File: src/hdl/mam_pkg.sv
// ----------------------------------------------------------------------------
// Matrix add and multiply unit package
// Shared types, codes and constants for the matrix sum and product block.
// ----------------------------------------------------------------------------
package mam_pkg;

    localparam int          MAX_DIM_DEF = 4;
    localparam int          DIM_W       = 3;
    localparam int          ELEM_W      = 16;
    localparam int          PROD_W      = 2 * ELEM_W;
    localparam int          VALUE_W     = 40;
    localparam int          CFG_IDX_W   = 2;
    localparam logic [DIM_W-1:0] RESET_DIM = 3'd4;

    localparam logic [CFG_IDX_W-1:0] REG_ROWS = 2'd0;
    localparam logic [CFG_IDX_W-1:0] REG_COLS = 2'd1;

    typedef enum logic [1:0] {
        KIND_SUM   = 2'd0,
        KIND_PROD  = 2'd1,
        KIND_NOTSQ = 2'd2
    } kind_t;

    typedef enum logic [2:0] {
        ST_LOAD,
        ST_NOTSQ,
        ST_ISSUE,
        ST_DRAIN,
        ST_EMIT
    } state_t;

    typedef struct packed {
        logic load_sum;
        logic load_notsq;
        logic prod_start;
        logic issue;
        logic load_prod;
        logic next_elem;
    } cmd_t;

    typedef struct packed {
        logic load_end;
        logic square;
        logic k_last;
        logic pipe_busy;
        logic out_free;
        logic prod_last;
    } status_t;

endpackage

File: src/hdl/mam_ram.sv
// ----------------------------------------------------------------------------
// Generic RAM
// One write port and one read port, read data registered.
// ----------------------------------------------------------------------------
module mam_ram #(
    parameter int WIDTH = 16,
    parameter int DEPTH = 16,
    parameter int AW    = (DEPTH > 1) ? $clog2(DEPTH) : 1
) (
    input  logic             clk,
    input  logic             we,
    input  logic [AW-1:0]    waddr,
    input  logic [WIDTH-1:0] wdata,
    input  logic [AW-1:0]    raddr,
    output logic [WIDTH-1:0] rdata
);

    logic [WIDTH-1:0] mem_reg [DEPTH];
    logic [WIDTH-1:0] rdata_reg;

    always_ff @(posedge clk)
    begin
        if (we)
        begin
            mem_reg[waddr] <= wdata;
        end
        rdata_reg <= mem_reg[raddr];
    end

    assign rdata = rdata_reg;

endmodule

File: src/hdl/mam_ctrl.sv
// ----------------------------------------------------------------------------
// Matrix add and multiply controller
// Sequences loading, the not-square notice and the product element loop.
// ----------------------------------------------------------------------------
module mam_ctrl
    import mam_pkg::*;
(
    input  logic    clk,
    input  logic    rst_n,
    input  logic    s_tvalid,
    output logic    s_tready,
    input  status_t status,
    output cmd_t    cmd
);

    state_t state_reg;
    state_t state_next;

    always_ff @(posedge clk or negedge rst_n)
    begin
        if (!rst_n)
        begin
            state_reg <= ST_LOAD;
        end
        else
        begin
            state_reg <= state_next;
        end
    end

    always_comb
    begin
        state_next = state_reg;
        cmd        = '0;
        s_tready   = 1'b0;
        case (state_reg)
            ST_LOAD:
            begin
                s_tready = status.out_free;
                if (s_tvalid && status.out_free)
                begin
                    cmd.load_sum = 1'b1;
                    if (status.load_end)
                    begin
                        if (status.square)
                        begin
                            cmd.prod_start = 1'b1;
                            state_next     = ST_ISSUE;
                        end
                        else
                        begin
                            state_next = ST_NOTSQ;
                        end
                    end
                end
            end
            ST_NOTSQ:
            begin
                if (status.out_free)
                begin
                    cmd.load_notsq = 1'b1;
                    state_next     = ST_LOAD;
                end
            end
            ST_ISSUE:
            begin
                cmd.issue = 1'b1;
                if (status.k_last)
                begin
                    state_next = ST_DRAIN;
                end
            end
            ST_DRAIN:
            begin
                if (!status.pipe_busy)
                begin
                    state_next = ST_EMIT;
                end
            end
            ST_EMIT:
            begin
                if (status.out_free)
                begin
                    cmd.load_prod = 1'b1;
                    cmd.next_elem = 1'b1;
                    state_next    = status.prod_last ? ST_LOAD : ST_ISSUE;
                end
            end
            default:
            begin
                state_next = ST_LOAD;
            end
        endcase
    end

endmodule

File: src/hdl/mam_datapath.sv
// ----------------------------------------------------------------------------
// Matrix add and multiply datapath
// Configuration, element stores, multiply-accumulate pipeline and output register.
// ----------------------------------------------------------------------------
module mam_datapath
    import mam_pkg::*;
#(
    parameter int MAX_DIM = MAX_DIM_DEF
) (
    input  logic                 clk,
    input  logic                 rst_n,
    input  logic                 cfg_valid,
    output logic                 cfg_ready,
    input  logic [CFG_IDX_W-1:0] cfg_index,
    input  logic [DIM_W-1:0]     cfg_data,
    input  logic [ELEM_W-1:0]    a_elem,
    input  logic [ELEM_W-1:0]    b_elem,
    output logic                 m_tvalid,
    input  logic                 m_tready,
    output kind_t                out_kind,
    output logic [DIM_W-1:0]     out_row,
    output logic [DIM_W-1:0]     out_col,
    output logic [VALUE_W-1:0]   out_value,
    output logic                 out_last,
    input  cmd_t                 cmd,
    output status_t              status
);

    localparam int DEPTH = MAX_DIM * MAX_DIM;
    localparam int AW    = (DEPTH > 1) ? $clog2(DEPTH) : 1;

    logic [DIM_W-1:0] rows_reg, cols_reg;
    logic [DIM_W-1:0] nr, nc;

    logic [AW-1:0]    pos_reg;
    logic [DIM_W-1:0] r_reg, c_reg;

    logic [DIM_W-1:0] i_reg, j_reg, k_reg;
    logic [AW-1:0]    row_base_reg, kb_reg;
    logic [AW-1:0]    a_raddr, b_raddr;
    logic [ELEM_W-1:0] a_rdata, b_rdata;

    logic                      rd_v_reg, rd_first_reg;
    logic                      mul_v_reg, mul_first_reg;
    logic signed [PROD_W-1:0]  mul_reg;
    logic signed [VALUE_W-1:0] acc_reg;
    logic signed [VALUE_W-1:0] acc_next;
    logic signed [VALUE_W-1:0] sum_value;

    logic                 out_valid_reg;
    kind_t                out_kind_reg;
    logic [DIM_W-1:0]     out_row_reg, out_col_reg;
    logic [VALUE_W-1:0]   out_value_reg;
    logic                 out_last_reg;
    logic                 out_free;

    assign cfg_ready = 1'b1;

    // Zero acts as one and anything above the maximum saturates.
    always_comb
    begin
        if (rows_reg == '0)
            nr = DIM_W'(1);
        else if (int'(rows_reg) > MAX_DIM)
            nr = DIM_W'(MAX_DIM);
        else
            nr = rows_reg;
        if (cols_reg == '0)
            nc = DIM_W'(1);
        else if (int'(cols_reg) > MAX_DIM)
            nc = DIM_W'(MAX_DIM);
        else
            nc = cols_reg;
    end

    assign out_free = !out_valid_reg || m_tready;

    assign status.load_end  = (r_reg == nr - DIM_W'(1)) && (c_reg == nc - DIM_W'(1));
    assign status.square    = (nr == nc);
    assign status.k_last    = (k_reg == nc - DIM_W'(1));
    assign status.pipe_busy = rd_v_reg || mul_v_reg;
    assign status.out_free  = out_free;
    assign status.prod_last = (i_reg == nc - DIM_W'(1)) && (j_reg == nc - DIM_W'(1));

    // Configuration and load position
    always_ff @(posedge clk or negedge rst_n)
    begin
        if (!rst_n)
        begin
            rows_reg <= RESET_DIM;
            cols_reg <= RESET_DIM;
            pos_reg  <= '0;
            r_reg    <= '0;
            c_reg    <= '0;
        end
        else if (cfg_valid)
        begin
            case (cfg_index)
                REG_ROWS:
                begin
                    rows_reg <= cfg_data;
                    pos_reg  <= '0;
                    r_reg    <= '0;
                    c_reg    <= '0;
                end
                REG_COLS:
                begin
                    cols_reg <= cfg_data;
                    pos_reg  <= '0;
                    r_reg    <= '0;
                    c_reg    <= '0;
                end
                default:
                begin
                end
            endcase
        end
        else if (cmd.load_sum)
        begin
            if (status.load_end)
            begin
                pos_reg <= '0;
                r_reg   <= '0;
                c_reg   <= '0;
            end
            else
            begin
                pos_reg <= pos_reg + AW'(1);
                if (c_reg == nc - DIM_W'(1))
                begin
                    c_reg <= '0;
                    r_reg <= r_reg + DIM_W'(1);
                end
                else
                begin
                    c_reg <= c_reg + DIM_W'(1);
                end
            end
        end
    end

    // Product element counters: i and j walk the result, k the inner sum.
    always_ff @(posedge clk or negedge rst_n)
    begin
        if (!rst_n)
        begin
            i_reg        <= '0;
            j_reg        <= '0;
            k_reg        <= '0;
            row_base_reg <= '0;
            kb_reg       <= '0;
        end
        else if (cmd.prod_start)
        begin
            i_reg        <= '0;
            j_reg        <= '0;
            k_reg        <= '0;
            row_base_reg <= '0;
            kb_reg       <= '0;
        end
        else
        begin
            if (cmd.issue)
            begin
                if (status.k_last)
                begin
                    k_reg  <= '0;
                    kb_reg <= '0;
                end
                else
                begin
                    k_reg  <= k_reg + DIM_W'(1);
                    kb_reg <= kb_reg + AW'(nc);
                end
            end
            if (cmd.next_elem)
            begin
                if (j_reg == nc - DIM_W'(1))
                begin
                    j_reg        <= '0;
                    i_reg        <= i_reg + DIM_W'(1);
                    row_base_reg <= row_base_reg + AW'(nc);
                end
                else
                begin
                    j_reg <= j_reg + DIM_W'(1);
                end
            end
        end
    end

    assign a_raddr = row_base_reg + AW'(k_reg);
    assign b_raddr = kb_reg + AW'(j_reg);

    mam_ram #(
        .WIDTH (ELEM_W),
        .DEPTH (DEPTH),
        .AW    (AW)
    ) u_a_store (
        .clk   (clk),
        .we    (cmd.load_sum),
        .waddr (pos_reg),
        .wdata (a_elem),
        .raddr (a_raddr),
        .rdata (a_rdata)
    );

    mam_ram #(
        .WIDTH (ELEM_W),
        .DEPTH (DEPTH),
        .AW    (AW)
    ) u_b_store (
        .clk   (clk),
        .we    (cmd.load_sum),
        .waddr (pos_reg),
        .wdata (b_elem),
        .raddr (b_raddr),
        .rdata (b_rdata)
    );

    // Read, multiply and accumulate stages; the first flag restarts the sum.
    always_ff @(posedge clk or negedge rst_n)
    begin
        if (!rst_n)
        begin
            rd_v_reg  <= 1'b0;
            mul_v_reg <= 1'b0;
        end
        else
        begin
            rd_v_reg  <= cmd.issue;
            mul_v_reg <= rd_v_reg;
        end
    end

    assign acc_next = mul_first_reg ? VALUE_W'(mul_reg) : acc_reg + VALUE_W'(mul_reg);

    always_ff @(posedge clk)
    begin
        rd_first_reg  <= (k_reg == '0);
        mul_first_reg <= rd_first_reg;
        mul_reg       <= $signed(a_rdata) * $signed(b_rdata);
        if (mul_v_reg)
        begin
            acc_reg <= acc_next;
        end
    end

    assign sum_value = VALUE_W'($signed(a_elem)) + VALUE_W'($signed(b_elem));

    // Output register
    always_ff @(posedge clk or negedge rst_n)
    begin
        if (!rst_n)
        begin
            out_valid_reg <= 1'b0;
        end
        else if (cmd.load_sum || cmd.load_notsq || cmd.load_prod)
        begin
            out_valid_reg <= 1'b1;
        end
        else if (m_tready)
        begin
            out_valid_reg <= 1'b0;
        end
    end

    always_ff @(posedge clk)
    begin
        if (cmd.load_sum)
        begin
            out_kind_reg  <= KIND_SUM;
            out_row_reg   <= r_reg;
            out_col_reg   <= c_reg;
            out_value_reg <= sum_value;
            out_last_reg  <= 1'b0;
        end
        else if (cmd.load_notsq)
        begin
            out_kind_reg  <= KIND_NOTSQ;
            out_row_reg   <= '0;
            out_col_reg   <= '0;
            out_value_reg <= '0;
            out_last_reg  <= 1'b1;
        end
        else if (cmd.load_prod)
        begin
            out_kind_reg  <= KIND_PROD;
            out_row_reg   <= i_reg;
            out_col_reg   <= j_reg;
            out_value_reg <= acc_reg;
            out_last_reg  <= status.prod_last;
        end
    end

    assign m_tvalid  = out_valid_reg;
    assign out_kind  = out_kind_reg;
    assign out_row   = out_row_reg;
    assign out_col   = out_col_reg;
    assign out_value = out_value_reg;
    assign out_last  = out_last_reg;

    // A result is never written over one that has not been taken.
    assert property (@(posedge clk) disable iff (!rst_n)
        (cmd.load_sum || cmd.load_notsq || cmd.load_prod) |-> out_free)
        else $error("result register overwritten");

    // A product element is only emitted once the accumulate pipeline is empty.
    assert property (@(posedge clk) disable iff (!rst_n)
        cmd.load_prod |-> !(rd_v_reg || mul_v_reg))
        else $error("product emitted before accumulation finished");

    // The product only starts for square matrices.
    assert property (@(posedge clk) disable iff (!rst_n)
        cmd.prod_start |-> (nr == nc) && cmd.load_sum)
        else $error("product started for non-square matrices");

endmodule

File: src/hdl/matrix_add_and_multiply_unit.sv
// A sum element is registered and offered in the cycle after its pair is accepted.
// Throughput: one pair per cycle while loading, while the output is taken.
// Product: each of the n*n elements issues its n terms through the single
// multiply-accumulate unit (read, multiply and accumulate stages), which drains before the next element.
// The not-square notice is loaded from the ST_NOTSQ state after the last sum, once the output is free.
// Reset: control clears and rows and cols return to 4; the stores keep their contents.
// ----------------------------------------------------------------------------
// Matrix add and multiply unit
// Streams element pairs, returns A+B, then A*B for square matrices or a not-square notice.
// ----------------------------------------------------------------------------
module matrix_add_and_multiply_unit
    import mam_pkg::*;
#(
    parameter int MAX_DIM = MAX_DIM_DEF
) (
    input  logic                 clk,
    input  logic                 rst_n,
    input  logic                 cfg_valid,
    output logic                 cfg_ready,
    input  logic [CFG_IDX_W-1:0] cfg_index,
    input  logic [DIM_W-1:0]     cfg_data,
    input  logic                 s_tvalid,
    output logic                 s_tready,
    input  logic [31:0]          s_tdata,   // a_elem[15:0], b_elem[31:16]
    output logic                 m_tvalid,
    input  logic                 m_tready,
    output logic [47:0]          m_tdata,   // row[2:0], col[5:3], value[45:6], zero[47:46]
    output logic [1:0]           m_tuser,   // kind[1:0]
    output logic                 m_tlast
);

    cmd_t               cmd;
    status_t            status;
    kind_t              out_kind;
    logic [DIM_W-1:0]   out_row, out_col;
    logic [VALUE_W-1:0] out_value;

    mam_ctrl u_ctrl (
        .clk      (clk),
        .rst_n    (rst_n),
        .s_tvalid (s_tvalid),
        .s_tready (s_tready),
        .status   (status),
        .cmd      (cmd)
    );

    mam_datapath #(
        .MAX_DIM (MAX_DIM)
    ) u_datapath (
        .clk       (clk),
        .rst_n     (rst_n),
        .cfg_valid (cfg_valid),
        .cfg_ready (cfg_ready),
        .cfg_index (cfg_index),
        .cfg_data  (cfg_data),
        .a_elem    (s_tdata[15:0]),
        .b_elem    (s_tdata[31:16]),
        .m_tvalid  (m_tvalid),
        .m_tready  (m_tready),
        .out_kind  (out_kind),
        .out_row   (out_row),
        .out_col   (out_col),
        .out_value (out_value),
        .out_last  (m_tlast),
        .cmd       (cmd),
        .status    (status)
    );

    assign m_tdata = {2'b00, out_value, out_col, out_row};
    assign m_tuser = 2'(out_kind);

endmodule
File: config.mk
export PLATFORM = sky130hd
export DESIGN_NAME = matrix_add_and_multiply_unit
export DESIGN_NICKNAME = d
export VERILOG_FILES = /design/src/hdl/mam_pkg.sv /design/src/hdl/mam_ram.sv /design/src/hdl/mam_ctrl.sv /design/src/hdl/mam_datapath.sv /design/src/hdl/matrix_add_and_multiply_unit.sv
export SDC_FILE = /design/constraint.sdc
export NUM_CORES = 2
export LEC_CHECK = 0
export BUFFER_PORTS_ARGS = -buffer_cell sky130_fd_sc_hd__clkbuf_2
export CELL_PAD_IN_SITES_DETAIL_PLACEMENT = 0
export CELL_PAD_IN_SITES_GLOBAL_PLACEMENT = 1
export CORE_ASPECT_RATIO = 1.1
export CORE_MARGIN = 4
export CORE_UTILIZATION = 50
export CTS_CLUSTER_DIAMETER = 40
export CTS_CLUSTER_SIZE = 40
export DETAILED_ROUTE_END_ITERATION = 6
export PLACE_DENSITY = 0.87
export SETUP_SLACK_MARGIN = 0.2
export SYNTH_ARGS = -nofsm -noshare
export SYNTH_HDL_FRONTEND = slang
export SYNTH_HIERARCHICAL = 1
export SYNTH_SLANG_ARGS = --single-unit
File: constraint.sdc
create_clock -name clk -period 6.65 [get_ports clk]
set_clock_uncertainty 0.2 [all_clocks]
set_input_delay 0.665 -clock clk [delete_from_list [all_inputs] [get_ports clk]]
set_output_delay 0.665 -clock clk [all_outputs]
set_load 0.02 [all_outputs]
==> results.py <==
metrics = {
    "detailed_routing": {
        "drc": 0,
        "wl_um": 96500,
        "wl_met1_um": 36800,
        "routed.top_layer": "met5",
        "postRouteAntennaNets": 0,
        "via_per_inst": 5.79,
        "wl_met3_um": 6660,
        "drt-pass1-iter-count": 6,
        "vias": 24097,
        "drt_iter0_drc": 2130,
        "routedWlPerCell_um": 23.2,
        "dr_wl_met2_um": 49300,
    },
    "floorplan": {
        "ios": 96,
        "rows": 107,
        "core_um2": 77800,
        "die_area_um2": 83200,
        "start_util_pct": 50.6,
        "fp.dieW_um": 275,
        "die_height_um": 302,
    },
    "setup_path": {
        "path_common_cell": "fa_1",
        "timing.critical_path.from": "u_datapath/u_a_store/rdata[9]",
        "rrSetupSlack_ns": 0.45,
        "cp.arrival_ns": 6.48,
        "critPathSlowestCell": "fa_1",
        "critPathMaxStageDelay_ns": 0.59,
        "r2r_start": "u_datapath/u_a_store/rdata[9]",
        "worstPathRequired_ns": 6.93,
        "path_class": "reg -> reg",
        "crit_path_end_kind": "flip-flop",
        "cp-start-kind": "flip-flop",
        "crit_chain": "buf_6 > nand2_1 > fa_1 > fa_1 > inv_1 > fa_1 > inv_1 > fa_1 > inv_1 > fa_1 > fa_1 > ha_1 > o21a_1 > nor2_2 > and4b_1 > and2_1 > o311ai_2 > buf_4 > a21o_4 > a21boi_2 > nor4_2 > a311oi_1",
        "cp_max_fo": 16,
    },
    "clock_network": {
        "hold_buffers": 0,
        "clk_path_buf_depth": 3,
        "clk_pin_slew_ns": 0.07,
        "htree_levels": 3,
        "cts_tree": "yes",
        "cts_inserted_buffers": 85,
        "cts_root_buf": "clkbuf_16",
        "insertion_delay_ns": 0.66,
        "clkSinkCount": 706,
        "post_cts_buffers": 0,
    },
    "run_status": {
        "violations": "negative hold slack",
        "status": "finished with violations",
    },
    "sta": {
        "whs_ns": -0.00265,
        "slew_headroom_pct": 21.6,
        "hold_viol": 3,
        "worst_slew_pin_slew_ns": 1.18,
        "finalMaxSlewViolations": 0,
        "fin_crit_ns": 6.20,
        "setup_viol": 0,
        "timing.fmax_ghz": 0.161,
        "rsz0062_at_grt": "true",
        "final.period_utilization_pct": 93.3,
    },
    "final_layout": {
        "fin_cells": 4161,
        "final_common_cell": "edfxtp_1",
        "register_area_um2": 20400,
        "mostFrequentLayoutCells": "edfxtp_1, inv_1, nand2_1, fa_1, ha_1",
        "multi_input_area_um2": 17400,
        "area_growth_pct": 13.3,
        "nFillCells": 5936,
        "drive_gt1_share_pct": 17.3,
        "nNetsFinal": 3519,
    },
    "placed_design": {
        "gp_congestion": 0.879,
        "placed_cells": 3999,
        "portBuffers": 92,
        "dp_hpwl_um": 65700,
    },
    "hold_path": {
        "hold_class": "in -> async",
    },
    "global_route": {
        "grt_pass1_wl_um": 150000,
        "grt_use_total_pct": 23.7,
        "antenna_found_initial": 6,
        "grt_pass1_vias": 25664,
        "overflow": 0,
        "grt_max_degree": 77,
    },
    "synthesis": {
        "ys_warn_count": 6,
        "synth_top_flop_cell": "edfxtp_1",
        "synth_edf_count": 598,
        "syn_area_um2": 39300,
        "syn_inst": 2891,
        "ys_seq_area_share_pct": 51.7,
        "async_flop_share_pct": 5.52,
        "synth.avg_cell_area_um2": 13.6,
        "synth_seq_cells": 706,
        "synth_cell_types": 84,
    },
    "flow_run": {
        "maxCapViolations": 0,
    },
}
==> cell type report <==
class	instances	share of cell area [%]
multi-input cells	1749	39.1
inverters	330	2.78
flip-flops and latches	706	45.7
repair buffers	179	2.55
clock buffers	89	4.92
diodes	4	0.0225
clock inverters	69	2.03
well taps	1035	2.91
==> worst paths after layout <==
kind	to	depth (start not counted)
max in group asynchronous	u_datapath/mul_v_reg	1
min in group clk	u_datapath/rows_reg[0]	3
worst min register to register	u_datapath/mul_first_reg	0
worst min-delay path	u_datapath/cols_reg[1]	1
worst max-delay path	u_datapath/mul_reg[31]	22
worst max register to register	u_datapath/mul_reg[31]	22
==> critical path: cells and delay by family, from the launching register on <==
| family | cells | cell delay [ns] |
|---|---|---|
| adder cells (fa/ha/maj) | 7 | 3.42 |
| flip-flops | 1 | 0.34 |
| buffers and inverters | 5 | 0.54 |
| AO/OA/AOI/OAI | 5 | 0.76 |
| AND/OR/NAND/NOR | 5 | 0.76 |
==> cell usage after synthesis, types with 19 or more instances <==
master    count  area (um^2)
edfxtp_1    598        18000
o21a_1       19          143
nor3_1       26          130
mux4_2      108         2430
clkbuf_1     70          263
inv_1       330         1240
a21oi_1      72          360
nand2_1     289         1080
dfrtp_1      37          926
a22oi_1      65          488
nand3_1      50          250
xor2_1       27          236
xnor2_1      74          648
dfxtp_1      69         1380
mux4_1       20          526
fa_1        268         5370
and2_1      126          788
a21o_1       37          278
nor2_1       99          372
o21ai_0      93          465
ha_1        158         1980
nand2b_1     32          200
==> layer usage <==
| metal | vias to the layer above | track usage (%) |
|---|---|---|
| li1 | 10577 | - |
| met1 | 12250 | 30.5 |
| met2 | 1055 | 40.5 |
| met3 | 213 | 3.64 |
| met4 | 2 | 9.57 |
| met5 | - | 0 |
==> per-stage QoR <==
step	setup slack (ns)	utilization [%]	area [um^2]	TNS, ns
after floorplan	0.556	-	39300	0
after global placement	0.110	53.1	41300	0
after detailed placement	-0.0240	53.1	41300	-0.0240
after CTS	0.198	57.1	44400	0
after global routing	0.190	57.3	44600	0
final	0.448	57.3	44600	0
==> cells by family (layout without fill, tap and decap cells) <==
group | count (synthesis) | after routing | synth area share (%)
AOI/OAI and AO/OA | 386 | 386 | 6.49
xor gates and xnor gates | 101 | 101 | 2.25
adders and majority gates | 426 | 426 | 18.7
buffers and inverters | 437 | 667 | 4.52
DFF | 706 | 706 | 51.7
muxes | 140 | 140 | 7.85
other | 2 | 7 | 0.0191
and+or+nand+nor | 693 | 693 | 8.54
==> what timing repair did <==
item                       CTS  global route
resized for setup           15            37
setup endpoints to repair    6             7
pin swaps                    0            10
Power is left out: the tool's default activity adds up to more than one toggle a clock period on the data nets, which glitch-free logic cannot reach.
